$ cat config.mk
export PLATFORM = sky130hd
export DESIGN_NAME = qdcm_axis_scale
export DESIGN_NICKNAME = d
export VERILOG_FILES = /design/src/rtl/core/quadrature_dial_to_circle_motion_assert.svh /design/src/rtl/core/qdcm_pkg.sv /design/src/rtl/core/qdcm_axis_scale.sv
export SDC_FILE = /design/constraint.sdc
export NUM_CORES = 1
export LEC_CHECK = 0
export ABC_AREA = 1
export BUFFER_PORTS_ARGS = -buffer_cell sky130_fd_sc_hd__buf_2
export CAP_MARGIN = 20
export CORE_MARGIN = 2
export CORE_UTILIZATION = 50
export DETAILED_ROUTE_END_ITERATION = 10
export GPL_TIMING_DRIVEN = 0
export PLACE_DENSITY_LB_ADDON = 0.15
export SYNTH_ARGS = -nofsm -noshare
export SYNTH_HDL_FRONTEND = slang
export SYNTH_SLANG_ARGS = --single-unit
$ cat constraint.sdc
create_clock -name vclk -period 33.4
set_input_delay 6.68 -clock vclk [all_inputs]
set_output_delay 6.68 -clock vclk [all_outputs]
set_load 0.02 [all_outputs]
$ cat src/rtl/core/quadrature_dial_to_circle_motion_assert.svh
// assertion macros for the quadrature dial to circle motion block
// used by the top level only, needs no package
`ifndef QUADRATURE_DIAL_TO_CIRCLE_MOTION_ASSERT_SVH
`define QUADRATURE_DIAL_TO_CIRCLE_MOTION_ASSERT_SVH
`ifndef SYNTH
// same-cycle implication, checked out of reset
`define QDCM_ASSERT_IMP(label, clk, rst, cond, prop, msg) \
  label: assert property (@(posedge clk) disable iff (rst) (cond) |-> (prop)) \
    else $error(msg);
// next-cycle implication, checked out of reset
`define QDCM_ASSERT_NEXT(label, clk, rst, cond, prop, msg) \
  label: assert property (@(posedge clk) disable iff (rst) (cond) |=> (prop)) \
    else $error(msg);
`else
`define QDCM_ASSERT_IMP(label, clk, rst, cond, prop, msg)
`define QDCM_ASSERT_NEXT(label, clk, rst, cond, prop, msg)
`endif
`endif

$ cat src/rtl/core/qdcm_pkg.sv
// shared types, constants and table functions of the dial to circle motion block
// no dependencies
package qdcm_pkg;

  // fixed field widths
  localparam int RADIUS_W   = 8;
  localparam int MOTION_W   = 16;
  localparam int POSITION_W = 9;
  // scaled table value width: entry (frac+3) times radius (9 signed) less frac bits
  localparam int SCALE_W    = 12;

  localparam logic [RADIUS_W-1:0] RADIUS_RESET = 8'd10;

  // angle constants in Q30
  localparam longint unsigned PI_Q30  = 64'd3373259426;
  localparam longint unsigned ONE_Q30 = 64'd1073741824;

  // gray-code rank differences
  localparam logic [1:0] DIFF_CW  = 2'd1;
  localparam logic [1:0] DIFF_CCW = 2'd3;

  typedef struct packed {
    logic pin_a_level;
    logic pin_b_level;
  } in_word_t;

  typedef struct packed {
    logic signed [MOTION_W-1:0] move_x;
    logic signed [MOTION_W-1:0] move_y;
    logic [POSITION_W-1:0]      new_position;
    logic                       turned_clockwise;
  } out_word_t;

  typedef logic [RADIUS_W-1:0] cfg_word_t;

  // decoded step of the dial
  typedef struct packed {
    logic moved;
    logic cw;
    logic reversal;
  } move_t;

  // sine or cosine magnitude of 0..45 degrees in Q30 (taylor series)
  function automatic longint unsigned octant_value(input int unsigned r,
                                                   input logic want_sin);
    longint unsigned r64;
    longint unsigned x;
    longint unsigned x2;
    longint unsigned t;
    longint          sum;
    longint unsigned s_res;
    longint unsigned c_res;
    r64 = longint'(r);
    x   = (r64 * PI_Q30 + 64'd90) / 64'd180;
    x2  = (x * x) >> 30;
    // sine terms
    t   = x;
    sum = longint'(x);
    t = ((t * x2) >> 30) / 64'd6;   sum = sum - longint'(t);
    t = ((t * x2) >> 30) / 64'd20;  sum = sum + longint'(t);
    t = ((t * x2) >> 30) / 64'd42;  sum = sum - longint'(t);
    t = ((t * x2) >> 30) / 64'd72;  sum = sum + longint'(t);
    t = ((t * x2) >> 30) / 64'd110; sum = sum - longint'(t);
    t = ((t * x2) >> 30) / 64'd156; sum = sum + longint'(t);
    t = ((t * x2) >> 30) / 64'd210; sum = sum - longint'(t);
    s_res = (sum < 0) ? 64'd0 : longint'(sum);
    // cosine terms
    t   = ONE_Q30;
    sum = longint'(ONE_Q30);
    t = ((t * x2) >> 30) / 64'd2;   sum = sum - longint'(t);
    t = ((t * x2) >> 30) / 64'd12;  sum = sum + longint'(t);
    t = ((t * x2) >> 30) / 64'd30;  sum = sum - longint'(t);
    t = ((t * x2) >> 30) / 64'd56;  sum = sum + longint'(t);
    t = ((t * x2) >> 30) / 64'd90;  sum = sum - longint'(t);
    t = ((t * x2) >> 30) / 64'd132; sum = sum + longint'(t);
    t = ((t * x2) >> 30) / 64'd182; sum = sum - longint'(t);
    t = ((t * x2) >> 30) / 64'd240; sum = sum + longint'(t);
    c_res = (sum < 0) ? 64'd0 : longint'(sum);
    return want_sin ? s_res : c_res;
  endfunction

  // cosine or sine of an integer degree, rounded to frac fraction bits
  function automatic longint deg_value(input int unsigned d, input int unsigned frac,
                                       input logic want_cos);
    int unsigned     dm;
    int unsigned     q;
    int unsigned     r;
    int unsigned     sh;
    longint unsigned s0;
    longint unsigned c0;
    longint          s;
    longint          c;
    longint          cv;
    longint          sv;
    dm = d % 360;
    q  = dm / 90;
    r  = dm % 90;
    if (r <= 45) begin
      s0 = octant_value(r, 1'b1);
      c0 = octant_value(r, 1'b0);
    end else begin
      c0 = octant_value(90 - r, 1'b1);
      s0 = octant_value(90 - r, 1'b0);
    end
    sh = 30 - frac;
    s  = longint'((s0 + (64'd1 << (sh - 1))) >> sh);
    c  = longint'((c0 + (64'd1 << (sh - 1))) >> sh);
    case (q)
      0: begin
        cv = c;
        sv = s;
      end
      1: begin
        cv = -s;
        sv = c;
      end
      2: begin
        cv = -c;
        sv = -s;
      end
      default: begin
        cv = s;
        sv = -c;
      end
    endcase
    return want_cos ? cv : sv;
  endfunction

endpackage

$ cat src/rtl/core/qdcm_axis_scale.sv
// one axis of the motion: table entries scaled by radius, truncated toward zero,
// with the reversal correction added; depends on qdcm_pkg
module qdcm_axis_scale #(
  parameter int ENTRY_W   = 17,
  parameter int FRAC_BITS = 14
) (
  input  logic signed [ENTRY_W-1:0]            entry_now,
  input  logic signed [ENTRY_W-1:0]            entry_prev,
  input  logic [qdcm_pkg::RADIUS_W-1:0]        radius,
  input  qdcm_pkg::move_t                      mv,
  output logic signed [qdcm_pkg::MOTION_W-1:0] motion_out
);

  localparam int PROD_W  = ENTRY_W + qdcm_pkg::RADIUS_W + 1;
  localparam int SCALE_W = qdcm_pkg::SCALE_W;
  localparam int SUM_W   = SCALE_W + 1;
  localparam logic signed [PROD_W-1:0] ROUND_BIAS = PROD_W'((1 << FRAC_BITS) - 1);

  logic signed [PROD_W-1:0]  radius_s;
  logic signed [PROD_W-1:0]  prod_now;
  logic signed [PROD_W-1:0]  prod_prev;
  logic signed [SCALE_W-1:0] val_now;
  logic signed [SCALE_W-1:0] val_prev;
  logic signed [SCALE_W-1:0] val_rev;
  logic signed [SUM_W-1:0]   sum;

  // drop fraction bits, rounding toward zero
  function automatic logic signed [SCALE_W-1:0] trunc0(input logic signed [PROD_W-1:0] p);
    logic signed [PROD_W-1:0] pb;
    pb = p + (p[PROD_W-1] ? ROUND_BIAS : PROD_W'(0));
    return SCALE_W'(pb >>> FRAC_BITS);
  endfunction

  // products with the radius
  always_comb begin
    radius_s  = PROD_W'($signed({1'b0, radius}));
    prod_now  = PROD_W'(entry_now) * radius_s;
    prod_prev = PROD_W'(entry_prev) * radius_s;
    val_now   = trunc0(prod_now);
    val_prev  = trunc0(prod_prev);
  end

  // main term and, on reversal, the previous step, both signed by the new direction
  always_comb begin
    val_rev = mv.reversal ? val_prev : '0;
    if (mv.cw) begin
      sum = SUM_W'(val_now) + SUM_W'(val_rev);
    end else begin
      sum = -(SUM_W'(val_now) + SUM_W'(val_rev));
    end
    // sum stays well inside 16 bits, so no clipping is reached
    motion_out = qdcm_pkg::MOTION_W'(sum);
  end

endmodule

After elaboration in Yosys (flattened, before gate mapping)
Cells that the tools add are included.
W data, S select, Z words.
- register bits: 0
- add/sub/neg operators: 4
- $mul: 2
- multiplexer cells: 4
- operator list (operator ; number):
    $add A26 B15 Y26 ; 2
    $mul A17 B9 Y26 ; 2
    $mux W14 ; 2
    $add A12 B12 Y13 ; 1
    $mux W13 ; 1
    $neg A13 Y13 ; 1
    $mux W12 ; 1

Longest topological paths before layout
- depth after elaboration: 7
- mapped depth: 52
- mapped depth without buffers: 48

Least setup slack after synthesis
Ideal clock, no wire load.
- path type: in2out
- start point: input radius[2] in the netlist's numbering
- end point: output motion_out[13] in the netlist's numbering
- arrival: 13.835 ns
- required time: 26.720 ns
- path slack: 12.885 ns
- stages on the path: 40
- path buffers: 4
- cell sequence: clkbuf_1 -> clkbuf_1 -> nand2_1 -> fa_1 -> fa_1 -> inv_1 -> fa_1 -> inv_1 -> fa_1 -> inv_1 -> ha_1 -> nand2_1 -> o21ai_0 -> a21oi_1 -> nand3_1 -> nand2_1 -> nand2_2 -> buf_6 -> (+4 left out) -> inv_1 -> nor2_1 -> or2_1 -> nand2_1 -> nand2_2 -> nor2_1 -> nor2_1 -> ha_1 -> fa_1 -> a31o_2 -> xnor2_1 -> nor3b_1 -> nand2_1 -> nand3b_1 -> nand2_1 -> nand2_1 -> nand2_1 -> buf_4
- cells in the longest elaborated chain, start to end: 7
- elaborated cells between the ends (all ways): 10
- those cells by class: add/sub (4); mul (2); mux (4)
- RTL lines (what ; RTL line ; text):
    start: declaration ; qdcm_axis_scale.sv:9 ; input logic [qdcm_pkg::RADIUS_W-1:0] radius,
    $mul A17 B9 Y26 ; qdcm_axis_scale.sv:38 ; prod_prev = PROD_W'(entry_prev) * radius_s;
    $mux W14 ; qdcm_axis_scale.sv:30 ; pb = p + (p[PROD_W-1] ? ROUND_BIAS : PROD_W'(0));
    $add A26 B15 Y26 ; qdcm_axis_scale.sv:30 ;
    $mux W12 ; qdcm_axis_scale.sv:45 ; val_rev = mv.reversal ? val_prev : '0;
    $add A12 B12 Y13 (*) ; qdcm_axis_scale.sv:47, qdcm_axis_scale.sv:49 ;
    $neg A13 Y13 ; qdcm_axis_scale.sv:49 ; sum = -(SUM_W'(val_now) + SUM_W'(val_rev));
    $mux W13 (*) ; qdcm_axis_scale.sv:46 ; if (mv.cw) begin
    end: declaration ; qdcm_axis_scale.sv:11 ; output logic signed [qdcm_pkg::MOTION_W-1:0] motion_out
Mark *: on every way between the ends. The rest lies on a longest branch, timed or not.

Worst setup path after layout
- start point: input radius[3] in the netlist's numbering
- end point: output motion_out[13] in the netlist's numbering
Same word-level chain as after synthesis.

==> results.sh <==
export IMPL_synth_common_cells="nand2_1, inv_1, fa_1"
export IMPL_synth_compound_area_share_pct=5.61
export IMPL_synth_top_area_cell="fa_1"
export IMPL_ff_latch_area_sq_um=0
export IMPL_place_congestion=0.946
export IMPL_area_growth_syn_to_layout_pct=3.80
export IMPL_post_cts_setup_buffer_count=0
export IMPL_cp_end_kind="primary output"
export IMPL_synth_seq_area_share_pct=0
export IMPL_required_ns=26.72
export IMPL_yosys_cell_types_count=48
export IMPL_post_cts_resized=0
export IMPL_synth_most_common_cell="nand2_1"
export IMPL_synth_fa_ha_area_share_pct=43.9
export IMPL_place_hpwl_microns=30700
export IMPL_fin_crit_sh_pct=66.4
export IMPL_setup_viol=0
export IMPL_cts_hold_buf=0
export IMPL_relSlewSlack_pct=33.1
export IMPL_start_util_pct=51.1
export IMPL_synth_xor_area_share_pct=3.60
export IMPL_grt_first_pass_wirelength_microns=59900
export IMPL_die_w_microns=168
export IMPL_antenna_found_initial=0
export IMPL_synth_top_family_by_area="adder cells"
export IMPL_finalMaxSlewViolations=0
export IMPL_grt_usage_pct=26.3
export IMPL_ys_warnings_count=0
export IMPL_n_antenna_cell=0
export IMPL_grt_start_max_net_pins=14
export IMPL_status="finished clean"
export IMPL_max_freq_ghz=0.0451
export IMPL_dieArea_sq_um=28100
export IMPL_worst_path_max_fanout=11
export IMPL_hold_viol=0
export IMPL_rows=59
export IMPL_detail_route_wl_per_cell_microns=14.6
export IMPL_synth_top_cell_area_share_pct=32.4
export IMPL_vias_per_cell=5.07
export IMPL_placed_area_sq_um=13900
export IMPL_clockBufferCount=0
export IMPL_ant_nets=0
export IMPL_maxCapViolations=0
export IMPL_syn_area_sq_um=13400
export IMPL_timing_critical_path_slowest_cell_delay_ns=0.67
export IMPL_vias=12400
export IMPL_first_global_vias=12300
export IMPL_initialDrtViolationCount=922
export IMPL_min_to="motion_out[9]"
export IMPL_cp_common_cell="nand2_1"
export IMPL_whs_path_depth=4
export IMPL_design_area_sq_um=13900
export IMPL_rsz0062_at_grt="false"
export IMPL_core_area_sq_um=26200
export IMPL_layout_drive_gt1_share_pct=4.33
export IMPL_pin_count=61
export IMPL_worst_setup_path_type="input pin to primary output"
export IMPL_layout_nets=2490
export IMPL_cp_slowest_cell="clkbuf_1"
export IMPL_dr_pass1_iters=6
export IMPL_synth_fp_nets=2470
export IMPL_hold_path_class="input pin to primary output"
export IMPL_route_detailed_drc=0
export IMPL_worst_pin_slew_ns=1.00
export IMPL_io_buffers=18
export IMPL_setup_tns_ns=0
export IMPL_synth_cells=2085
export IMPL_critPathArrivalTime_ns=15.50
export IMPL_holdCritStartpoint="mv[1]"
export IMPL_synthTopCellsByArea="fa_1, nand2_1, inv_1, ha_1, nor2_1"
export IMPL_seq_cell_count=0
export IMPL_overflow=0
export IMPL_routed_wl_microns=35600
export IMPL_die_y_microns=168
export IMPL_avgSynthCellArea_sq_um=6.42
export IMPL_finalCriticalPeriod_ns=22.18
export IMPL_synth_simple_area_share_pct=27.8
export IMPL_synthMuxAreaShare_pct=0
export IMPL_worst_setup_path_start_kind="input pin"
[routing by layer]
layer | routed length (microns) | GRT usage [%] | vias up
li1 | - | - | 6069
met4 | 905 | 5.78 | 0
met5 | 0 | 0 | -
met1 | 16400 | 37.7 | 5810
met2 | 15300 | 42.1 | 425
met3 | 2920 | 3.97 | 53
[kinds of logic after synthesis]
kind of cell	after synthesis
buf+inv	664
xor+xnor	55
compound gates	128
simple gates	898
fa+ha+maj	340
[worst max-delay path: cells and delay by family]
| kind | cells | cell delay (ns) |
|---|---|---|
| AO/OA/AOI/OAI | 4 | 0.77 |
| adder cells (fa/ha/maj) | 9 | 3.64 |
| buffers and inverters | 10 | 1.97 |
| AND/OR/NAND/NOR | 19 | 2.42 |
[stage by stage]
| step | util, % | setup WS, ns | std cells | hold WS [ns] |
|---|---|---|---|---|
| global placement | 53.0 | 11.39 | 2438 | 13.80 |
| detailed placement | 53.0 | 11.36 | 2438 | 13.81 |
| finish | 53.0 | 11.22 | 2438 | 13.80 |
| CTS | 53.0 | 11.33 | 2438 | 13.81 |
| floorplan | - | 12.89 | 2085 | 13.58 |
| global route | 53.0 | 10.57 | 2438 | 13.83 |
[cell usage in the layout (no fill, tap or decap), types with 18 or more instances in the layout]
| cell type | synthesis | final |
|---|---|---|
| xnor2_1 | 19 | 19 |
| nand3_1 | 83 | 83 |
| ha_1 | 123 | 123 |
| nor2_1 | 113 | 113 |
| o21ai_0 | 29 | 29 |
| a21oi_1 | 56 | 56 |
| clkbuf_1 | 45 | 45 |
| buf_2 | 0 | 18 |
| nand2_1 | 624 | 624 |
| fa_1 | 217 | 217 |
| clkbuf_2 | 22 | 22 |
| inv_1 | 587 | 587 |
| xor2_1 | 36 | 36 |
[worst max path at each step]
| stage | slack, ns | start | cells after the start | end |
|---|---|---|---|---|
| 2_1_floorplan | 12.89 | radius[2] | 40 | motion_out[13] |
| 3_3_place_gp | 11.39 | radius[3] | 41 | motion_out[14] |
| 3_5_place_dp | 11.36 | radius[3] | 41 | motion_out[15] |
| 4_1_cts | 11.33 | radius[3] | 41 | motion_out[15] |
| 5_1_grt | 10.57 | radius[3] | 42 | motion_out[15] |
| 6_report | 11.22 | radius[3] | 42 | motion_out[13] |
[final cells by class]
cell class         count  area, sq um
inverters            591         2220
plain buffers         73          332
well taps            335          419
repair buffers        18         90.1
multi-input cells   1421        10800
fillers             2726        12300
Power is left out: the tool's default activity adds up to more than one toggle a clock period on the data nets, which glitch-free logic cannot reach.
