==> config.mk <==
export PLATFORM = sky130hd
export DESIGN_NAME = qdcm_decoder
export DESIGN_NICKNAME = d
export VERILOG_FILES = /design/src/rtl/core/quadrature_dial_to_circle_motion_assert.svh /design/src/rtl/core/qdcm_pkg.sv /design/src/rtl/core/qdcm_decoder.sv
export SDC_FILE = /design/constraint.sdc
export NUM_CORES = 1
export LEC_CHECK = 0
export ABC_CLOCK_PERIOD_IN_PS = 5080
export BUFFER_PORTS_ARGS = -buffer_cell sky130_fd_sc_hd__buf_2
export CORE_AREA = 2 2 39 41
export DETAILED_ROUTE_END_ITERATION = 7
export DIE_AREA = 0 0 41 43
export PLACE_DENSITY_LB_ADDON = 0.25
export RECOVER_POWER = 100
export SYNTH_ARGS = -nofsm -noshare
export SYNTH_HDL_FRONTEND = slang
export SYNTH_SLANG_ARGS = --single-unit
==> constraint.sdc <==
create_clock -name vclk -period 5.08
set_input_delay 1.016 -clock vclk [all_inputs]
set_output_delay 1.016 -clock vclk [all_outputs]
set_load 0.05 [all_outputs]
==> src/rtl/core/quadrature_dial_to_circle_motion_assert.svh <==
// assertion macros for the quadrature dial to circle motion block
// used by the top level only, needs no package
`ifndef QUADRATURE_DIAL_TO_CIRCLE_MOTION_ASSERT_SVH
`define QUADRATURE_DIAL_TO_CIRCLE_MOTION_ASSERT_SVH
`ifndef SYNTH
// same-cycle implication, checked out of reset
`define QDCM_ASSERT_IMP(label, clk, rst, cond, prop, msg) \
  label: assert property (@(posedge clk) disable iff (rst) (cond) |-> (prop)) \
    else $error(msg);
// next-cycle implication, checked out of reset
`define QDCM_ASSERT_NEXT(label, clk, rst, cond, prop, msg) \
  label: assert property (@(posedge clk) disable iff (rst) (cond) |=> (prop)) \
    else $error(msg);
`else
`define QDCM_ASSERT_IMP(label, clk, rst, cond, prop, msg)
`define QDCM_ASSERT_NEXT(label, clk, rst, cond, prop, msg)
`endif
`endif

==> src/rtl/core/qdcm_pkg.sv <==
// shared types, constants and table functions of the dial to circle motion block
// no dependencies
package qdcm_pkg;

  // fixed field widths
  localparam int RADIUS_W   = 8;
  localparam int MOTION_W   = 16;
  localparam int POSITION_W = 9;
  // scaled table value width: entry (frac+3) times radius (9 signed) less frac bits
  localparam int SCALE_W    = 12;

  localparam logic [RADIUS_W-1:0] RADIUS_RESET = 8'd10;

  // angle constants in Q30
  localparam longint unsigned PI_Q30  = 64'd3373259426;
  localparam longint unsigned ONE_Q30 = 64'd1073741824;

  // gray-code rank differences
  localparam logic [1:0] DIFF_CW  = 2'd1;
  localparam logic [1:0] DIFF_CCW = 2'd3;

  typedef struct packed {
    logic pin_a_level;
    logic pin_b_level;
  } in_word_t;

  typedef struct packed {
    logic signed [MOTION_W-1:0] move_x;
    logic signed [MOTION_W-1:0] move_y;
    logic [POSITION_W-1:0]      new_position;
    logic                       turned_clockwise;
  } out_word_t;

  typedef logic [RADIUS_W-1:0] cfg_word_t;

  // decoded step of the dial
  typedef struct packed {
    logic moved;
    logic cw;
    logic reversal;
  } move_t;

  // sine or cosine magnitude of 0..45 degrees in Q30 (taylor series)
  function automatic longint unsigned octant_value(input int unsigned r,
                                                   input logic want_sin);
    longint unsigned r64;
    longint unsigned x;
    longint unsigned x2;
    longint unsigned t;
    longint          sum;
    longint unsigned s_res;
    longint unsigned c_res;
    r64 = longint'(r);
    x   = (r64 * PI_Q30 + 64'd90) / 64'd180;
    x2  = (x * x) >> 30;
    // sine terms
    t   = x;
    sum = longint'(x);
    t = ((t * x2) >> 30) / 64'd6;   sum = sum - longint'(t);
    t = ((t * x2) >> 30) / 64'd20;  sum = sum + longint'(t);
    t = ((t * x2) >> 30) / 64'd42;  sum = sum - longint'(t);
    t = ((t * x2) >> 30) / 64'd72;  sum = sum + longint'(t);
    t = ((t * x2) >> 30) / 64'd110; sum = sum - longint'(t);
    t = ((t * x2) >> 30) / 64'd156; sum = sum + longint'(t);
    t = ((t * x2) >> 30) / 64'd210; sum = sum - longint'(t);
    s_res = (sum < 0) ? 64'd0 : longint'(sum);
    // cosine terms
    t   = ONE_Q30;
    sum = longint'(ONE_Q30);
    t = ((t * x2) >> 30) / 64'd2;   sum = sum - longint'(t);
    t = ((t * x2) >> 30) / 64'd12;  sum = sum + longint'(t);
    t = ((t * x2) >> 30) / 64'd30;  sum = sum - longint'(t);
    t = ((t * x2) >> 30) / 64'd56;  sum = sum + longint'(t);
    t = ((t * x2) >> 30) / 64'd90;  sum = sum - longint'(t);
    t = ((t * x2) >> 30) / 64'd132; sum = sum + longint'(t);
    t = ((t * x2) >> 30) / 64'd182; sum = sum - longint'(t);
    t = ((t * x2) >> 30) / 64'd240; sum = sum + longint'(t);
    c_res = (sum < 0) ? 64'd0 : longint'(sum);
    return want_sin ? s_res : c_res;
  endfunction

  // cosine or sine of an integer degree, rounded to frac fraction bits
  function automatic longint deg_value(input int unsigned d, input int unsigned frac,
                                       input logic want_cos);
    int unsigned     dm;
    int unsigned     q;
    int unsigned     r;
    int unsigned     sh;
    longint unsigned s0;
    longint unsigned c0;
    longint          s;
    longint          c;
    longint          cv;
    longint          sv;
    dm = d % 360;
    q  = dm / 90;
    r  = dm % 90;
    if (r <= 45) begin
      s0 = octant_value(r, 1'b1);
      c0 = octant_value(r, 1'b0);
    end else begin
      c0 = octant_value(90 - r, 1'b1);
      s0 = octant_value(90 - r, 1'b0);
    end
    sh = 30 - frac;
    s  = longint'((s0 + (64'd1 << (sh - 1))) >> sh);
    c  = longint'((c0 + (64'd1 << (sh - 1))) >> sh);
    case (q)
      0: begin
        cv = c;
        sv = s;
      end
      1: begin
        cv = -s;
        sv = c;
      end
      2: begin
        cv = -c;
        sv = -s;
      end
      default: begin
        cv = s;
        sv = -c;
      end
    endcase
    return want_cos ? cv : sv;
  endfunction

endpackage

==> src/rtl/core/qdcm_decoder.sv <==
// gray-code step decoder and position stepping with wrap-around
// depends on qdcm_pkg
module qdcm_decoder #(
  parameter int STEP_COUNT = 24,
  parameter int POS_W      = 5
) (
  input  logic [1:0]       pin_code,
  input  logic [1:0]       pin_state,
  input  logic [POS_W-1:0] position,
  input  logic             last_cw,
  output qdcm_pkg::move_t  mv,
  output logic [POS_W-1:0] next_pos
);

  logic [1:0] rank_new;
  logic [1:0] rank_old;
  logic [1:0] diff;

  // rank along the clockwise cycle 00 -> 10 -> 11 -> 01
  function automatic logic [1:0] gray_rank(input logic [1:0] code);
    logic [1:0] rank;
    case (code)
      2'b00:   rank = 2'd0;
      2'b01:   rank = 2'd3;
      2'b10:   rank = 2'd1;
      default: rank = 2'd2;
    endcase
    return rank;
  endfunction

  // classify the change of the pin pair
  always_comb begin
    rank_new = gray_rank(pin_code);
    rank_old = gray_rank(pin_state);
    diff     = rank_new - rank_old;
    mv.moved    = (diff == qdcm_pkg::DIFF_CW) || (diff == qdcm_pkg::DIFF_CCW);
    mv.cw       = (diff == qdcm_pkg::DIFF_CW);
    mv.reversal = mv.moved && (mv.cw != last_cw);
  end

  // step the position, wrapping at both ends
  always_comb begin
    if (mv.cw) begin
      next_pos = (position == POS_W'(STEP_COUNT - 1)) ? '0 : position + POS_W'(1);
    end else begin
      next_pos = (position == '0) ? POS_W'(STEP_COUNT - 1) : position - POS_W'(1);
    end
  end

endmodule

==> Word-level counts from Yosys, hierarchy flattened <==
Cells that the tools add are included.
{ "word_totals": {"regBits": 0, "inputBits": 10, "out_inout_bits": 8, "elab_cells": 21} }
{ "op_classes": {"addsub": 3, "n_eq_ne": 8, "n_mux": 5, "reduce_logical": 5} }
{ "ops": {"columns": ["op", "n"], "rows": [
  ["2-to-1 mux 5 bit", 3],
  ["one-hot mux 2 bit (3 select lines)", 2],
  ["== test 2 x 1 -> 1 bit (second input constant)", 3],
  ["== test 2 bit (second input constant)", 3],
  ["adder 5 x 1 -> 5 bit (second input constant)", 1],
  ["== test 5 bit (second input constant)", 1],
  ["logical NOT 5 bit", 1],
  ["subtractor 5 x 1 -> 5 bit (second input constant)", 1],
  ["logical NOT 2 bit", 2],
  ["subtractor 2 bit", 1],
  ["logical AND 1 bit", 1],
  ["logical OR 1 bit", 1],
  ["!= test 1 bit", 1]
]} }

==> Depth between registers and ports, before layout <==
Gate-level depths: netlist of the first run.
{ "depth": {"ltp_word": 6, "mapped_depth": 9, "depth_no_buf": 8} }

==> Worst setup path after synthesis of the first run <==
OpenSTA, ideal clock, no wires.
{ "synth_path": {"kind": "input -> output", "start": "input port pin_state[1]", "end": "output port next_pos[3]", "t_arrival_ps": 3702, "t_required_ps": 4064, "setup_slack_ps": 362, "path_stages": 7, "n_path_buf": 0, "cell_sequence": "inv_1 ha_1 inv_1 ha_1 xor3_1 nor2_1 mux2i_1"} }
{ "synth_lines": {"columns": ["item", "line", "text"], "rows": [
  ["start, declared", "qdcm_decoder.sv:8", "input logic [1:0] pin_state,"],
  ["end, declared", "qdcm_decoder.sv:12", "output logic [POS_W-1:0] next_pos"]
]} }

==> Worst setup path in the final report of the first run <==
{ "layout_path": {"start": "input port pin_code[0]", "end": "output port next_pos[1]"} }
{ "layout_between": {"elab_chain_len": 5, "elab_cells_between_ends": 7, "cone_classes": "1 x add/sub; 3 x eq/ne; 2 x mux; 1 x reduce/logical"} }
{ "layout_rtl": {"columns": ["item", "line", "text"], "rows": [
  ["start, declared", "qdcm_decoder.sv:7", "input logic [1:0] pin_code,"],
  ["== test 2 bit (tied with other cells)", "qdcm_decoder.sv:22", "case (code)"],
  ["one-hot mux 2 bit (3 select lines) (*)", "qdcm_decoder.sv:22", null],
  ["subtractor 2 bit (*)", "qdcm_decoder.sv:35", "diff = rank_new - rank_old;"],
  ["== test 2 x 1 -> 1 bit (*)", "qdcm_decoder.sv:37", "mv.cw = (diff == qdcm_pkg::DIFF_CW);"],
  ["2-to-1 mux 5 bit (*)", "qdcm_decoder.sv:43", "if (mv.cw) begin"]
]} }
Every way passes the cells marked *; elsewhere a longest branch is shown, timed or not.

==> out/qor.csv, run 1 <==
stage,metric,value,unit
run_status,status,completed,
drt,remaining_drc_errors,0,
critical_path,required,4060,ps
die,die_area,1760,um^2
finish,drive_gt1_share,13.9,%
die,dieWidth,41,um
drt,drt-wirelength-per-cell,9.88,um
cts,cts_resized,0,
die,rows,14,
synth,syn_avg_cell_area,6.78,um^2
power_and_ir_drop,irDropWorstVdd,0.0000897,V
global_route,grt_pass1_vias,351,
drt,dr.first_iter.drc_count,7,
timing,max_freq,237,MHz
global_route,grt_start_max_net_pins,10,
finish,clkbuf_count,0,
placement,preCtsSetupSlack,1020,ps
critical_path,crit_fanout,9,
placement,io_buffer_count,18,
finish,seq_area,0,um^2
critical_path,end_kind,primary output,
synth,yosys.area_share.simple,31.1,%
synth,synth_compound_area_share,24.9,%
cts,holdBufCountCts,0,
global_route,grtUsageTotal,10.5,%
finish,layout.nets,91,
timing,rsz0062_at_grt,false,
timing,min_period,4220,ps
placement,dp.cells,88,
timing,fin_setup_tns,0,ps
die,io_pins,18,
worst_hold_path,min_to,mv[0],
synth,muxShareOfSynthArea,5.18,%
die,die_h,43,um
worst_hold_path,hp-class,primary input to primary output,
drt,firstDrtPassIters,4,
finish,fin_cells,88,
finish,seq_cell_count,0,
timing,min_period_over_period,83.1,%
worst_hold_path,min-delay-start,last_cw,
timing,finalSetupViolCount,0,
power_and_ir_drop,p_leak,0.238,nW
drt,route.vias.total,449,
power_and_ir_drop,p_per_area,224,nW/um^2
timing,hold_ws,2520,ps
critical_path,crit_path_top_delay_cell,nor4_1,
timing,hold_viol,0,
die,core-area,1380,um^2
worst_hold_path,min_path_cells,4,
critical_path,critical_path.startpoint_type,primary input,
global_route,grt_pass1_wl,1.40,mm
synth,synth_top_family_by_area,simple AND/OR/NAND/NOR gates,
drt,routed_via_density,5.10,
cts,cts_setup_buffers,0,
critical_path,worstPathArrival,3210,ps
synth,synthXorXnorAreaFrac,6.15,%
timing,maxSlewViolCount,0,
synth,synth_fa_ha_area_share,22.7,%
run,maxCapViolations,0,
critical_path,worstPathCellList,"buf_2, ha_1, ha_1, nor4_1, o22ai_1, a31oi_1, clkbuf_1",
timing,relSlewSlack,60.7,%
synth,ys_types,25,
timing,worst_slack,859,ps
timing,worst_pin_slew,592,ps
synth,syn-cell-area,387,um^2
global_route,antenna_found_initial,0,
finish,syn2layout_area_growth,22.7,%
critical_path,max_stage_delay,530,ps
synth,yosysWarnings,0,
synth,synth_nets,74,
global_route,grt_overflow,0,
drt,ant_nets,0,
critical_path,cpMostUsedCell,ha_1,
finish,diodes,0,
die,start_util,27.9,%
drt,finalWirelength,869,um
placement,place.gp.congestion,0.771,
critical_path,worst-setup-path-type,primary input to primary output,
synth,yosysSeqAreaShare,0,%
synth,syn_inst,57,
==> through the flow <==
step	util (%)	instance area, um^2	total power, mW
3_3_place_gp	35.0	484	0.110
4_1_cts	35.0	484	0.111
6_report	34.3	474	0.106
3_5_place_dp	35.0	484	0.110
2_1_floorplan	-	387	0.0873
5_1_grt	34.3	474	0.115
==> layout make-up <==
class / count / area [um^2]
timing repair buffer: 18 / 80.1
inverter: 7 / 26.3
fill: 160 / 910
tap: 16 / 20.0
multi-input combinational: 47 / 348
==> worst max-delay path: cells and delay by family <==
family,cells,cell delay [ps]
adder cells (fa/ha/maj),2,700
buffers and inverters,2,590
AND/OR/NAND/NOR,1,530
AO/OA/AOI/OAI,2,370
==> cells by family after synthesis <==
kind of cell,count (synthesis)
xor+xnor,1
fa+ha+maj,7
buf+inv,10
compound gates,14
mux,2
simple gates,23
==> cells in the mapped netlist, types with 2 or more instances <==
| library cell | n | share of area [%] |
|---|---|---|
| a21oi_1 | 3 | 3.9 |
| clkbuf_1 | 2 | 1.9 |
| nand2_1 | 5 | 4.9 |
| nor2b_1 | 4 | 6.5 |
| inv_1 | 7 | 6.8 |
| mux2i_1 | 2 | 5.2 |
| nand3_1 | 2 | 2.6 |
| nor2_1 | 3 | 2.9 |
| o22ai_1 | 3 | 4.9 |
| nor4_1 | 2 | 3.2 |
| ha_1 | 7 | 23 |
| nor3_1 | 3 | 3.9 |
| o211ai_1 | 2 | 3.9 |
==> worst max path at each step <==
stage,start,end,slack [ps],cells past startpoint
2_1_floorplan,pin_state[1],next_pos[3],360,7
3_3_place_gp,pin_code[0],next_pos[1],1040,7
3_5_place_dp,pin_code[0],next_pos[1],1020,7
4_1_cts,pin_code[0],next_pos[1],1040,7
5_1_grt,pin_code[1],next_pos[1],640,8
6_report,pin_code[0],next_pos[1],860,7
==> layout by cell type (no fill, tap or decap) <==
master	count
nor4_1	2
a21oi_1	3
o211a_1	1
o31ai_1	1
buf_2	10
a211oi_1	1
nor2_1	3
nor3b_1	1
a211o_1	1
a31oi_1	1
clkbuf_1	8
o22ai_1	3
inv_1	7
o211ai_1	2
xor3_1	1
nand2_1	5
nand3_1	2
o21a_1	1
or2_0	1
nand4_1	1
mux2i_1	2
nor3_1	3
nor2b_1	4
or4_1	1
ha_1	7
==> routing by layer <==
metal  vias up  global-route usage (%)  wire, um
li1        237                       -         -
met3         0                       0        42
met5         -                       0         0
met2        14                    18.4       419
met1       198                    14.6       407
met4         0                       0         0
==> power breakdown <==
part | total [mW] | switching, mW | internal, mW | leakage (nW)
Combinational | 0.106 | 0.0786 | 0.0277 | 0.238
Sequential | 0 | 0 | 0 | 0
Clock | 0 | 0 | 0 | 0
Power figures use the tool's default switching activity.
==> run 2, diff against run 1 <==
Settings changed: ABC_CLOCK_PERIOD_IN_PS 5080 to 4300.
Clock period 5.08 ns to 4.3 ns, I/O delays scaled along.
==> run 2 against run 1 <==
  * Sequential cell count stayed put
  * Highest routed layer unchanged
  * Combinational power is 21% higher
  * Largest cell class unchanged
  * Cell count stayed put
  * Via count is 3.8% lower
  * Critical endpoint is now next_pos[4]
  * Worst setup slack worse by 430 ps
  * Wire length is 1.5% higher
  * Non-clock buffer count stayed put
==> out/qor.csv, run 2 (synthesis gave the netlist of run 1 again) <==
stage,metric,value,unit,change
run_status,status,completed,,
die,io_pins,18,,unchanged
global_route,met1_usage,15.5,%,+0.90 points
worst_hold_path,hp-class,primary input to primary output,,
finish,diodes,0,,unchanged
die,core-area,1380,um^2,unchanged
global_route,antenna_found_initial,0,,unchanged
timing,fin_setup_tns,0,ps,unchanged
placement,place.gp.congestion,0.724,,-6.2%
finish,final_cell_mix,"11 x buf_2, 7 x inv_1, 7 x ha_1, 7 x clkbuf_1, 5 x nand2_1",,
power_and_ir_drop,p_leak,0.241,nW,+1.2%
timing,relSlewSlack,60.0,%,-0.66 points
die,start_util,27.9,%,unchanged
critical_path,crit_fanout,9,,unchanged
timing,finalSetupViolCount,0,,unchanged
drt,dr.first_iter.drc_count,4,,-3
global_route,grt_busiest_layer,met2,,
finish,seq_cell_count,0,,unchanged
placement,preCtsSetupSlack,573,ps,-451 ps
placement,dpl_cell_area,488,um^2,+0.78%
die,rows,14,,unchanged
finish,drive_gt1_share,16.7,%,+2.8 points
global_route,globalRouteMet3Util,0,%,unchanged
timing,worst_slack,432,ps,-427 ps
timing,hold_ws,2210,ps,-314 ps
critical_path,required,3440,ps,-620 ps
global_route,grt_start_max_net_pins,10,,unchanged
finish,seq_area,0,um^2,unchanged
finish,final_common_cell,buf_2,,
timing,min_period,3870,ps,
cts,cts_resized,0,,unchanged
critical_path,critical_path.startpoint_type,primary input,,
drt,finalWirelength,882,um,+1.5%
run,maxCapViolations,0,,unchanged
global_route,grt_pass1_wl,1.41,mm,+0.50%
drt,drt-wirelength-per-cell,10.0,um,+1.5%
global_route,grt_pass1_vias,353,,+0.57%
finish,syn2layout_area_growth,23.9,%,
drt,remaining_drc_errors,0,,unchanged
cts,holdBufCountCts,0,,unchanged
power_and_ir_drop,switching_power,93.4,uW,+19%
timing,max_freq,259,MHz,
timing,hold_viol,0,,unchanged
power_and_ir_drop,combPwrFrac,100.0,%,about the same
timing,maxSlewViolCount,0,,unchanged
power_and_ir_drop,fin_total_pwr,128,uW,+20%
placement,io_buffer_count,18,,unchanged
die,die_area,1760,um^2,unchanged
global_route,grtUsageMet2,17.8,%,-0.63 points
drt,routed_via_density,4.91,,-3.8%
power_and_ir_drop,swShare,73.0,%,-0.99 points
cts,cts_setup_buffers,0,,unchanged
power_and_ir_drop,p_clk_share,0,%,unchanged
placement,place_hpwl,766,um,
global_route,grtUsageTotal,10.6,%,+0.089 points
drt,route.vias.total,432,,-3.8%
global_route,grt_overflow,0,,unchanged
timing,rsz0062_at_grt,false,,
power_and_ir_drop,irDropWorstVdd,0.000112,V,+25%
die,dieWidth,41,um,unchanged
critical_path,worst-setup-path-type,primary input to primary output,,
drt,firstDrtPassIters,3,,-1
finish,final_area,479,um^2,+1.1%
finish,clkbuf_count,0,,unchanged
die,die_h,43,um,unchanged
critical_path,end_kind,primary output,,
drt,ant_nets,0,,unchanged
timing,min_period_over_period,90.0,%,
critical_path,worstPathArrival,3010,ps,-200 ps
power_and_ir_drop,pwr-share-seq,0,%,unchanged
power_and_ir_drop,p_int,34.6,uW,+25%
finish,layout.nets,91,,unchanged
timing,worst_pin_slew,602,ps,+9.99 ps
power_and_ir_drop,p_per_area,267,nW/um^2,+19%
-- run 2: cell count changes in the layout (fill, tap and decap cells not counted), sizes merged --
cell	previous run	this run
buf	10	11
clkbuf	8	7
-- run 2: power by group through the flow --
stage	Sequential [mW]	Combinational, mW	Clock, mW
global route	0	0.139	0
CTS	0	0.133	0
finish	0	0.128	0
detailed placement	0	0.133	0
global placement	0	0.131	0
floorplan	0	0.105	0
-- run 2: through the flow --
step           util [%]  cells
3_3_place_gp       35.3     88
3_5_place_dp       35.3     88
5_1_grt            34.6     88
4_1_cts            35.3     88
6_report           34.6     88
2_1_floorplan         -     57
-- run 2: cell type report --
cell class | count | area (um^2)
multi-input cells | 47 | 352
fillers | 164 | 905
repair buffers | 18 | 81.3
well taps | 16 | 20.0
inverters | 7 | 26.3
-- run 2: worst paths after layout --
path | start | end | slack, ps | depth (start not counted)
worst max-delay path | pin_state[1] | next_pos[4] | 430 | 10
worst min-delay path | last_cw | mv[0] | 2210 | 4
-- run 2: worst max-delay path: stages --
cell and delay (ps):
buf_2 90, inv_1 30, ha_1 260, inv_1 40
ha_1 430, inv_1 90, o211a_1 170, or4_1 470
nand3_1 90, clkbuf_1 470
-- run 2: layer usage --
layer | wire [um] | vias to the layer above
li1 | - | 239
met1 | 426 | 186
met2 | 432 | 7
met3 | 23 | 0
met4 | 0 | 0
met5 | 0 | -
